## config.mk

```make
export PLATFORM = sky130hd
export DESIGN_NAME = ratt_front
export DESIGN_NICKNAME = d
export VERILOG_FILES = /design/src/hdl/ratt_pkg.sv /design/src/hdl/ratt_front.sv
export SDC_FILE = /design/constraint.sdc
export NUM_CORES = 1
export LEC_CHECK = 0
export CAP_MARGIN = 20
export CORE_AREA = 3 3 202 204
export CTS_BUF_LIST = sky130_fd_sc_hd__clkbuf_2 sky130_fd_sc_hd__clkbuf_4 sky130_fd_sc_hd__clkbuf_8
export CTS_CLUSTER_DIAMETER = 60
export DETAILED_ROUTE_END_ITERATION = 7
export DIE_AREA = 0 0 205 207
export DONT_BUFFER_PORTS = 1
export PLACE_DENSITY = 0.59
export SYNTH_ARGS = -nofsm -noshare
export SYNTH_HDL_FRONTEND = slang
export SYNTH_SLANG_ARGS = --single-unit
```

## constraint.sdc

```tcl
create_clock -name clock -period 26.9 [get_ports clock]
set_clock_uncertainty 0.15 [all_clocks]
set_input_delay 1.345 -clock clock [delete_from_list [all_inputs] [get_ports clock]]
set_output_delay 1.345 -clock clock [all_outputs]
set_load 0.02 [all_outputs]
```

## src/hdl/ratt_pkg.sv

```systemverilog
// shared types and constants of the range address translation table
package ratt_pkg;

   localparam int TABLE_ENTRIES = 256;
   localparam int IDX_W         = $clog2(TABLE_ENTRIES);
   localparam int CNT_W         = 9;
   localparam int QUEUE_DEPTH   = 2;
   localparam int QPTR_W        = $clog2(QUEUE_DEPTH);
   localparam int QCNT_W        = $clog2(QUEUE_DEPTH + 1);

   localparam logic [63:0] PROFILE_MASK = 64'h0000_0000_0000_00F0;
   localparam logic [63:0] PROFILE_DUP  = 64'h0000_0000_0000_0020;
   localparam logic [63:0] USABLE_DEV   = 64'd1;

   typedef enum logic [1:0] {
      FUNC_CLEAR  = 2'd0,
      FUNC_ADD    = 2'd1,
      FUNC_LOOKUP = 2'd2,
      FUNC_UNUSED = 2'd3
   } func_type;

   typedef enum logic [1:0] {
      OP_CLEAR,
      OP_ADD,
      OP_LOOKUP,
      OP_NOP
   } op_type;

   typedef struct packed {
      logic [1:0]  func;
      logic [63:0] logical_addr;
      logic [63:0] span_bytes;
      logic [63:0] physical_base;
      logic [63:0] group_type;
      logic [63:0] device_id;
   } req_type;

   typedef struct packed {
      logic             ok;
      logic [63:0]      mapped_addr;
      logic [CNT_W-1:0] entries_used;
   } rsp_type;

   // classified command handed from front to back
   typedef struct packed {
      op_type      op;
      logic [63:0] logical_addr;
      logic [63:0] span_bytes;
      logic [63:0] physical_base;
      logic        usable;
      logic        span_zero;
   } cmd_type;

   typedef struct packed {
      logic [63:0] logical;
      logic [63:0] length;
      logic [63:0] physical;
      logic        usable;
   } entry_type;

endpackage

```

## src/hdl/ratt_front.sv

```systemverilog
// front end: accepts requests, classifies them and queues them for the back end
module ratt_front import ratt_pkg::*; (
   input  logic    clock,
   input  logic    reset,
   input  logic    req_valid,
   output logic    req_ready,
   input  req_type req_data,
   output logic    q_valid,
   input  logic    q_pop,
   output cmd_type q_cmd
);

   cmd_type            queue_ff [QUEUE_DEPTH];
   logic [QPTR_W-1:0]  wr_ptr_ff, wr_ptr_in;
   logic [QPTR_W-1:0]  rd_ptr_ff, rd_ptr_in;
   logic [QCNT_W-1:0]  cnt_ff, cnt_in;
   cmd_type            cls_cmd;
   logic [63:0]        profile;
   logic               push;
   logic               pop;

   always_comb begin
      profile               = req_data.group_type & PROFILE_MASK;
      cls_cmd.logical_addr  = req_data.logical_addr;
      cls_cmd.span_bytes    = req_data.span_bytes;
      cls_cmd.physical_base = req_data.physical_base;
      cls_cmd.span_zero     = (req_data.span_bytes == 64'd0);
      cls_cmd.usable        = ((profile == 64'd0) || (profile == PROFILE_DUP)) &&
                              (req_data.device_id == USABLE_DEV);
      case (func_type'(req_data.func))
         FUNC_CLEAR:  cls_cmd.op = OP_CLEAR;
         FUNC_ADD:    cls_cmd.op = OP_ADD;
         FUNC_LOOKUP: cls_cmd.op = OP_LOOKUP;
         default:     cls_cmd.op = OP_NOP;
      endcase
   end

   assign req_ready = (cnt_ff != QCNT_W'(QUEUE_DEPTH));
   assign push      = req_valid && req_ready;
   assign q_valid   = (cnt_ff != '0);
   assign pop       = q_pop && q_valid;
   assign q_cmd     = queue_ff[rd_ptr_ff];

   always_comb begin
      wr_ptr_in = wr_ptr_ff;
      rd_ptr_in = rd_ptr_ff;
      cnt_in    = cnt_ff;
      if (push) begin
         wr_ptr_in = (wr_ptr_ff == QPTR_W'(QUEUE_DEPTH - 1)) ? '0 : wr_ptr_ff + 1'b1;
      end
      if (pop) begin
         rd_ptr_in = (rd_ptr_ff == QPTR_W'(QUEUE_DEPTH - 1)) ? '0 : rd_ptr_ff + 1'b1;
      end
      if (push && !pop) begin
         cnt_in = cnt_ff + 1'b1;
      end else if (pop && !push) begin
         cnt_in = cnt_ff - 1'b1;
      end
   end

   always_ff @(posedge clock) begin
      if (reset) begin
         wr_ptr_ff <= '0;
         rd_ptr_ff <= '0;
         cnt_ff    <= '0;
      end else begin
         wr_ptr_ff <= wr_ptr_in;
         rd_ptr_ff <= rd_ptr_in;
         cnt_ff    <= cnt_in;
      end
   end

   always_ff @(posedge clock) begin
      if (push) begin
         queue_ff[wr_ptr_ff] <= cls_cmd;
      end
   end

endmodule

```

# After elaboration in Yosys (flattened, before gate mapping)
# Memory sizes are Yosys's and may differ from the RTL's. A register that Yosys moved wholly into a read port is not among the register bits.
# Cells that the tools add are included.
[totals]
ff_bits = 4
ram_bits = 392
inputBits = 326
out_inout_bits = 198
wordCells = 35
mem_count = 1
[op_classes]
add_sub_neg = 4
eq_ne = 5
n_mux = 9
reduce_logical = 13
[mem_list]
columns = ["memory", "words", "word_bits", "read_ports", "rd_ports_with_merged_regs", "wr", "line_no", "text"]
rows = [
  ["queue_ff", 2, 196, 1, 1, 1, "ratt_front.sv:13", "cmd_type queue_ff [QUEUE_DEPTH];"],
]
[ops]
columns = ["op", "count"]
rows = [
  ["64-bit zero test", 2],
  ["64-bit by 1-bit == test with 1-bit output, second input constant", 1],
  ["1-bit 2-to-1 mux", 6],
  ["2-bit case mux with 3 select lines", 1],
  ["1-bit logical AND", 5],
  ["4-bit by 2-bit == test with 1-bit output, second input constant", 1],
  ["2-bit 2-to-1 mux", 2],
  ["2-bit nonzero test", 2],
  ["1-bit adder, second input constant", 2],
  ["2-bit by 1-bit adder with 2-bit output, second input constant", 1],
  ["2-bit by 1-bit == test with 1-bit output, second input constant", 1],
  ["2-bit == test, second input constant", 1],
  ["1-bit zero test", 2],
  ["2-bit zero test", 1],
  ["2-bit != test, second input constant", 1],
  ["2-bit by 1-bit subtractor with 2-bit output, second input constant", 1],
  ["1-bit logical OR", 1],
]

# Logic depth before layout (Yosys ltp)
# Gate-level depths: netlist of the first run.
[depth]
depth_word = 6
depth_mapped = 7
mapped_depth_nobuf = 7

# Worst setup path after synthesis of the first run
# OpenSTA, ideal clock, no wires.
[synth_timing]
kind = "input -> register"
from = "in req_valid"
to = "mem queue_ff[0][0] (netlist name), enable pin"
setup_ns = 0.756
t_arrival_ns = 9.565
t_required_ns = 25.994
slack_ns = 16.429
stages = 2
n_path_buf = 0
cell_sequence = "nand2_1 nor2_1"
[synth_between]
elab_chain_len = 3
[synth_rtl]
columns = ["element", "line_no", "text"]
rows = [
  ["from (decl)", "ratt_front.sv:5", "input logic req_valid,"],
  ["1-bit logical AND", "ratt_front.sv:39", "assign push = req_valid && req_ready;"],
  ["1-bit 2-to-1 mux", "ratt_front.sv:74", "if (push) begin"],
  ["1-bit 2-to-1 mux (implied by the code)", "ratt_front.sv:75", "queue_ff[wr_ptr_ff] <= cls_cmd;"],
  ["to (decl)", "ratt_front.sv:13", ""],
]
# Every way passes these cells.

==> impl_metrics.py, run 1 <==
metrics = {
    "outcome": {
        "status": "finished, final reports clean",
    },
    "final_layout": {
        "area_delta_synth_final_pct": 12.88,
        "fillerInstances": 3532,
        "drive_above_1_share_pct": 40.08,
        "nNetsFinal": 1063,
        "n_antenna_cell": 0,
    },
    "clocking": {
        "htree_levels": 3,
        "cts_hold_buf": 0,
        "cts_resized": 0,
        "cts-root-buf": "clkbuf_8",
        "cts_setup_buffers": 0,
        "clk_pin_slew_worst_paths_ns": 0.05,
        "clk_path_buf_depth": 3,
        "cts_tree": "built",
        "cts.sinks": 397,
        "cts_buffers": 68,
        "clk_latency_ns": 0.56,
    },
    "timing": {
        "final.min_clock_period_ns": 4.407,
        "final_max_slew_viol_count": 0,
        "worst_pin_slew_ns": 0.9406,
        "rsz0062_at_grt": "false",
        "max_clock_freq_mhz": 226.9,
        "slew_headroom_pct": 37.30,
        "hold_slack_ns": 0.3598,
        "setup_viol_count_final": 0,
        "hold_viol": 0,
        "finalCritPeriodShare_pct": 16.38,
        "finalSetupTns_ns": 0,
    },
    "grt": {
        "grt_pass1_wl_mm": 44.33,
        "grt_pass1_vias": 7015,
        "grt-ovfl-total": 0,
        "antenna_found_initial": 0,
        "track_usage_pct": 14.01,
        "grt_max_degree": 76,
    },
    "logic_synthesis": {
        "synth_top_area_share_pct": 80.38,
        "synthArstFlopShare_pct": 0,
        "synthesis.area_sq_mm": 0.01464,
        "ys_ff_latch": 397,
        "synth_area_per_cell_sq_um": 21.54,
        "synth.distinct_cells": 25,
        "synth_edf_count": 392,
        "ys.warnings.count": 0,
        "yosys-top-cells-area": "edfxtp_1 (80%), mux2_2 (15%), nor4_1 (1.4%)",
        "ys.flop_type": "edfxtp_1",
        "yosys-top-cells-count": "edfxtp_1 (392), mux2_2 (196), nor4_1 (32)",
        "yosys.area.top_type": "edfxtp_1",
        "synth_most_common_cell": "edfxtp_1",
        "syn-num-nets": 1007,
        "yosysSeqAreaShare_pct": 81.07,
        "syn_inst": 680,
    },
    "die": {
        "die_area_sq_mm": 0.04244,
        "ios": 524,
        "die_h_microns": 207,
        "initial_core_util_pct": 37.11,
        "core-area_sq_mm": 0.03946,
        "rows": 73,
        "die_w_microns": 205,
    },
    "drt": {
        "antenna_left": 0,
        "first_pass_iters": 4,
        "wl_per_cell_microns": 23.49,
        "drt-initial-drc-count": 270,
        "vias_per_cell": 4.992,
        "drc": 0,
        "vias": 6519,
        "wl_mm": 30.68,
    },
    "setup_path": {
        "critPathMaxFanout": 68,
        "cp_data_required_time_ns": 25.40,
        "ff2ff_path_depth": 4,
        "critPathKind": "reg2out",
        "rrSetupSlack_ns": 23.90,
        "arrival_ns": 2.91,
        "worstReg2RegStart": "cnt_ff[0]$_SDFFE_PP0P_",
        "endpoint_kind": "output pin",
        "cp-start-kind": "flop",
        "timing.rr.end": "queue_ff[1][126]$_DFFE_PP_",
    },
    "power_and_ir_drop": {
        "leakage_uw": 0.005239,
        "p_total_uw": 1723,
        "power_density_mw_per_mm2": 104.2,
        "peakVddDrop_mv": 0.06074,
    },
    "flow_run": {
        "drv_cap": 0,
    },
    "hold_path": {
        "min_path_cells": 2,
        "hp-class": "reg2reg",
        "hold_path_end": "cnt_ff[1]$_SDFFE_PP0P_",
        "hold_start": "cnt_ff[1]$_SDFFE_PP0P_",
    },
    "place": {
        "gp_congestion": 0.7374,
        "place_hpwl_mm": 20.66,
        "io_buffers": 0,
    },
}
## cell families after synthesis
family | count (synthesis) | synth area share [%]
AO/OA/AOI/OAI | 2 | 0.06829
XOR/XNOR | 4 | 0.2392
adder cells (fa/ha/maj) | 1 | 0.08543
buffers and inverters | 25 | 1.188
flip-flops | 397 | 81.07
multiplexers | 196 | 15.07
AND/OR/NAND/NOR | 55 | 2.281
## sequential cells by signal (all words and copies together), names as in the netlist, named ones only
signal,flops
cnt_ff,2
queue_ff,392
rd_ptr_ff,1
wr_ptr_ff,1
## worst max-delay path, cell delays in order, from the launching register on
cell	delay, ns
dfxtp_4	0.70
buf_12	0.29
buf_4	0.75
mux2_2	0.53
## placed cells by master (no fill, tap or decap), drive strengths merged
cell type / instances
a21oi: 1
clkinvlp: 1
edfxtp: 392
inv: 1
or3: 1
mux2: 196
clkbuf: 95
nand2: 2
nand2b: 1
bufinv: 1
nand4: 6
nor4b: 1
xor2: 4
nor4: 33
nor2: 5
and4: 1
ha: 1
o21ai: 1
nand3: 2
dfxtp: 5
or2: 1
and3: 1
buf: 10
clkinv: 18
nor3: 1
## stage by stage
| step | worst slack (ns) | std cells | cell area (sq um) | util (%) |
|---|---|---|---|---|
| finish | 22.49 | 1306 | 16530 | 41.89 |
| global route | 22.24 | 1306 | 16530 | 41.89 |
| CTS | 22.17 | 1305 | 16510 | 41.84 |
| detailed placement | 22.82 | 1190 | 15230 | 38.61 |
| global placement | 22.81 | 1189 | 15210 | 38.54 |
| floorplan | 16.43 | 680 | 14640 | - |
## power by group
part	switching (uW)	leakage (uW)	total [uW]	internal [uW]
Combinational	277	0.000860	398	120
Clock	222	0.000676	507	286
Sequential	25.7	0.00370	818	792
Total	525	0.00524	1720	1200
## how the worst max path moves through the flow
stage / from / endpoint
5_1_grt: flop / q_cmd[105]
3_3_place_gp: flop / q_cmd[105]
6_report: flop / q_cmd[105]
3_5_place_dp: flop / q_cmd[105]
2_1_floorplan: req_valid / queue_ff[0][0]$_DFFE_PP_
4_1_cts: flop / q_cmd[105]
## layer usage
metal | global-route usage (%) | part of all wire (%)
met1 | 14.20 | 34
met2 | 22.95 | 49
met3 | 8.879 | 14
met4 | 5.798 | 2.4
met5 | 0 | 0
## cell type report
| cell class | instances | area, sq um | area share (%) |
|---|---|---|---|
| repair buffers | 10 | 107.6 | 0.6509 |
| clock buffers | 95 | 1157 | 7.001 |
| clock inverters | 20 | 118.9 | 0.7190 |
| inverters | 1 | 3.754 | 0.02271 |
| multi-input cells | 258 | 2611 | 15.80 |
| well taps | 525 | 656.9 | 3.974 |
| flip-flops and latches | 397 | 11880 | 71.84 |
No activity file was read; power rests on OpenSTA's default activity.
==> run 2, diff against run 1 <==
Settings changed: ABC_AREA set to 1, CORE_AREA 3 3 202 204 to 3 3 203 205, DIE_AREA 0 0 205 207 to 0 0 206 208, PLACE_DENSITY 0.59 to 0.63.
Clock period 26.9 ns to 3.9 ns, I/O delays scaled along.
==> run 2 against run 1 <==
- cell count increased by 21%
- clock power grew to 6.7 times the previous value
- final area grew 17%
- area after synthesis grew 5.0%
- combinational power rose to 7.6 times the previous value
- worst hold slack got worse by 0.25 ns
- register-to-register slack lost 22 ns
- sequential power grew to 6.8 times the previous value
- routed wire length rose by 7.8%
==> impl_metrics.py, run 2 <==
metrics = {
    "logic_synthesis": {
        "synth.distinct_cells": 19,
        "yosysSeqAreaShare_pct": 77.19,
        "yosys.area.top_type": "edfxtp_1",
        "synth_edf_count": 392,
        "yosys-top-cells-area": "edfxtp_1 (77%), mux2_4 (14%), mux2_2 (4.1%)",
        "synth_area_per_cell_sq_um": 20.53,
        "synthesis.area_sq_mm": 0.01538,
        "synth_most_common_cell": "edfxtp_1",
        "synth_top_area_share_pct": 76.54,
        "syn_inst": 749,
        "syn-num-nets": 1076,
        "synthArstFlopShare_pct": 0,
        "yosys-top-cells-count": "edfxtp_1 (392), mux2_4 (140), nor2_1 (81)",
        "ys_ff_latch": 397,
        "ys.flop_type": "edfxtp_1",
        "ys.warnings.count": 0,
    },
    "place": {
        "io_buffers": 0,
        "gp_congestion": 0.7333,
        "place_hpwl_mm": 21.37,
        "place_ws_ns": 1.766,
    },
    "flow_run": {
        "drv_cap": 0,
    },
    "setup_path": {
        "worstReg2RegStart": "cnt_ff[0]$_SDFFE_PP0P_",
        "endpoint_kind": "flop",
        "critPathKind": "in2reg",
        "setup.worst_path.start": "req_data[61]",
        "timing.rr.end": "queue_ff[1][75]$_DFFE_PP_",
        "rrSetupSlack_ns": 1.82,
        "cp-start-kind": "input pin",
        "critPathMaxFanout": 2,
        "ff2ff_path_depth": 5,
        "arrival_ns": 3.93,
        "cp_data_required_time_ns": 4.18,
    },
    "drt": {
        "vias": 7618,
        "drt-initial-drc-count": 282,
        "antenna_left": 0,
        "vias_per_cell": 4.803,
        "wl_per_cell_microns": 20.85,
        "wl_mm": 33.07,
        "drc": 0,
        "first_pass_iters": 7,
    },
    "clocking": {
        "cts_tree": "built",
        "cts_resized": 0,
        "htree_levels": 3,
        "cts.sinks": 397,
        "cts_buffers": 66,
        "clk_latency_ns": 0.57,
        "clk_pin_slew_worst_paths_ns": 0.06,
        "cts_setup_buffers": 0,
        "cts-root-buf": "clkbuf_8",
        "clk_path_buf_depth": 3,
    },
    "die": {
        "die_area_sq_mm": 0.04285,
        "initial_core_util_pct": 38.80,
        "ios": 524,
        "core-area_sq_mm": 0.03964,
        "rows": 73,
        "die_h_microns": 208,
        "die_w_microns": 206,
    },
    "timing": {
        "final_max_slew_viol_count": 0,
        "slew_headroom_pct": 48.39,
        "finalCritPeriodShare_pct": 93.74,
        "setup_viol_count_final": 0,
        "fin_ws_ns": 0.2441,
        "rsz0062_at_grt": "false",
        "hold_viol": 0,
        "worst_pin_slew_ns": 0.7723,
        "final.min_clock_period_ns": 3.656,
        "max_clock_freq_mhz": 273.5,
        "hold_slack_ns": 0.1110,
    },
    "power_and_ir_drop": {
        "peakVddDrop_mv": 0.4550,
        "leakage_uw": 0.006728,
        "p_total_uw": 12010,
        "power_density_mw_per_mm2": 621.0,
    },
    "hold_path": {
        "hp-class": "in2reg",
        "hold_path_end": "queue_ff[0][182]$_DFFE_PP_",
        "hold_start": "req_data[308]",
        "min_path_cells": 1,
    },
    "final_layout": {
        "largest_reg_flops": 392,
        "drive_above_1_share_pct": 29.96,
        "fillerInstances": 3261,
        "nNetsFinal": 1338,
        "mostFrequentLayoutCells": "edfxtp_1 (392), dlygate4sd3_1 (204), mux2_4 (140)",
        "layout_commonest_cell": "edfxtp_1",
        "largestRegisters": "queue_ff: 392 flops, cnt_ff: 2 flops",
        "largest-register": "queue_ff",
        "area_delta_synth_final_pct": 25.76,
    },
    "outcome": {
        "status": "finished, final reports clean",
    },
    "grt": {
        "grt-ovfl-total": 0,
        "grt_pass1_vias": 8263,
        "track_usage_pct": 15.00,
        "antenna_found_initial": 4,
        "grt_max_degree": 86,
        "grt_pass1_wl_mm": 48.88,
    },
}
## run 2: changes by cell type after synthesis, sizes merged, moves of 2 or more
cell    delta
nor3       +2
a21oi      +3
nand4      +3
nand2     +21
nor2      +76
nand3b     +2
nor4      -33
xor2       -4
inv        +4
## run 2: critical path, cell delays in order
cell and delay [ns]:
dlygate4sd3_1 0.54, nor2_1 0.09, dlygate4sd3_1 0.55, nand2_1 0.05, dlygate4sd3_1 0.55, nor2_1 0.11, dlygate4sd3_1 0.55, nand2_1 0.05
dlygate4sd3_1 0.55, nor2_1 0.09, dlygate4sd3_1 0.60
## run 2: cell families (layout without fill, tap and decap cells)
logic type	after synthesis	count (layout)	share of synthesized area [%]
flip-flops	397	397	77.19
multiplexers	196	196	17.77
adder cells (fa/ha/maj)	1	1	0.08134
other	0	3	0
AND/OR/NAND/NOR	120	120	3.173
buffers and inverters	29	338	1.578
AO/OA/AOI/OAI	6	6	0.2115
## run 2: worst max path at each step
stage	cells past startpoint	slack (ns)	end
2_1_floorplan	4	-0.13	queue_ff[1][0]$_DFFE_PP_
3_3_place_gp	5	1.78	queue_ff[0][99]$_DFFE_PP_
4_1_cts	11	0.40	queue_ff[0][1]$_DFFE_PP_
5_1_grt	11	0.16	queue_ff[0][1]$_DFFE_PP_
3_5_place_dp	5	1.77	queue_ff[0][155]$_DFFE_PP_
6_report	11	0.24	queue_ff[1][1]$_DFFE_PP_
## run 2: power by group
group	switching (uW)	internal, uW
Sequential	185	5390
Clock	1560	1840
Combinational	1860	1170
## run 2: layout make-up
| cell class | instances | area (sq um) | area share, % |
|---|---|---|---|
| Tap cell | 525 | 656.9 | 3.396 |
| Clock inverter | 26 | 115.1 | 0.5951 |
| Sequential cell | 397 | 11880 | 61.40 |
| Inverter | 5 | 18.77 | 0.09703 |
| Multi-Input combinational cell | 323 | 3296 | 17.04 |
| Antenna cell | 3 | 7.507 | 0.03881 |
| Clock buffer | 89 | 1112 | 5.751 |
| Timing Repair Buffer | 218 | 2260 | 11.68 |
## run 2: per-stage QoR
stage | util [%] | setup TNS [ns] | instance area (sq um) | instances
after global placement | 40.53 | 0 | 16070 | 1264
after CTS | 48.78 | 0 | 19330 | 1583
after detailed placement | 40.53 | 0 | 16070 | 1264
final | 48.79 | 0 | 19340 | 1586
after global routing | 48.79 | 0 | 19340 | 1585
after floorplan | - | -44.17 | 15410 | 749
## run 2: repair_timing
item | CTS | global route
hold buffers | 204 | 0
setup endpoints to repair | 0 | 0
hold endpoints to repair | 419 | 0
## run 2: layer usage
| layer | routed length (microns) | GRT usage [%] | share of wire [%] |
|---|---|---|---|
| met4 | 969 | 6.578 | 2.9 |
| met5 | 0 | 0 | 0 |
| met2 | 16280 | 24.74 | 49 |
| met1 | 12270 | 16.82 | 37 |
| met3 | 3555 | 6.619 | 11 |
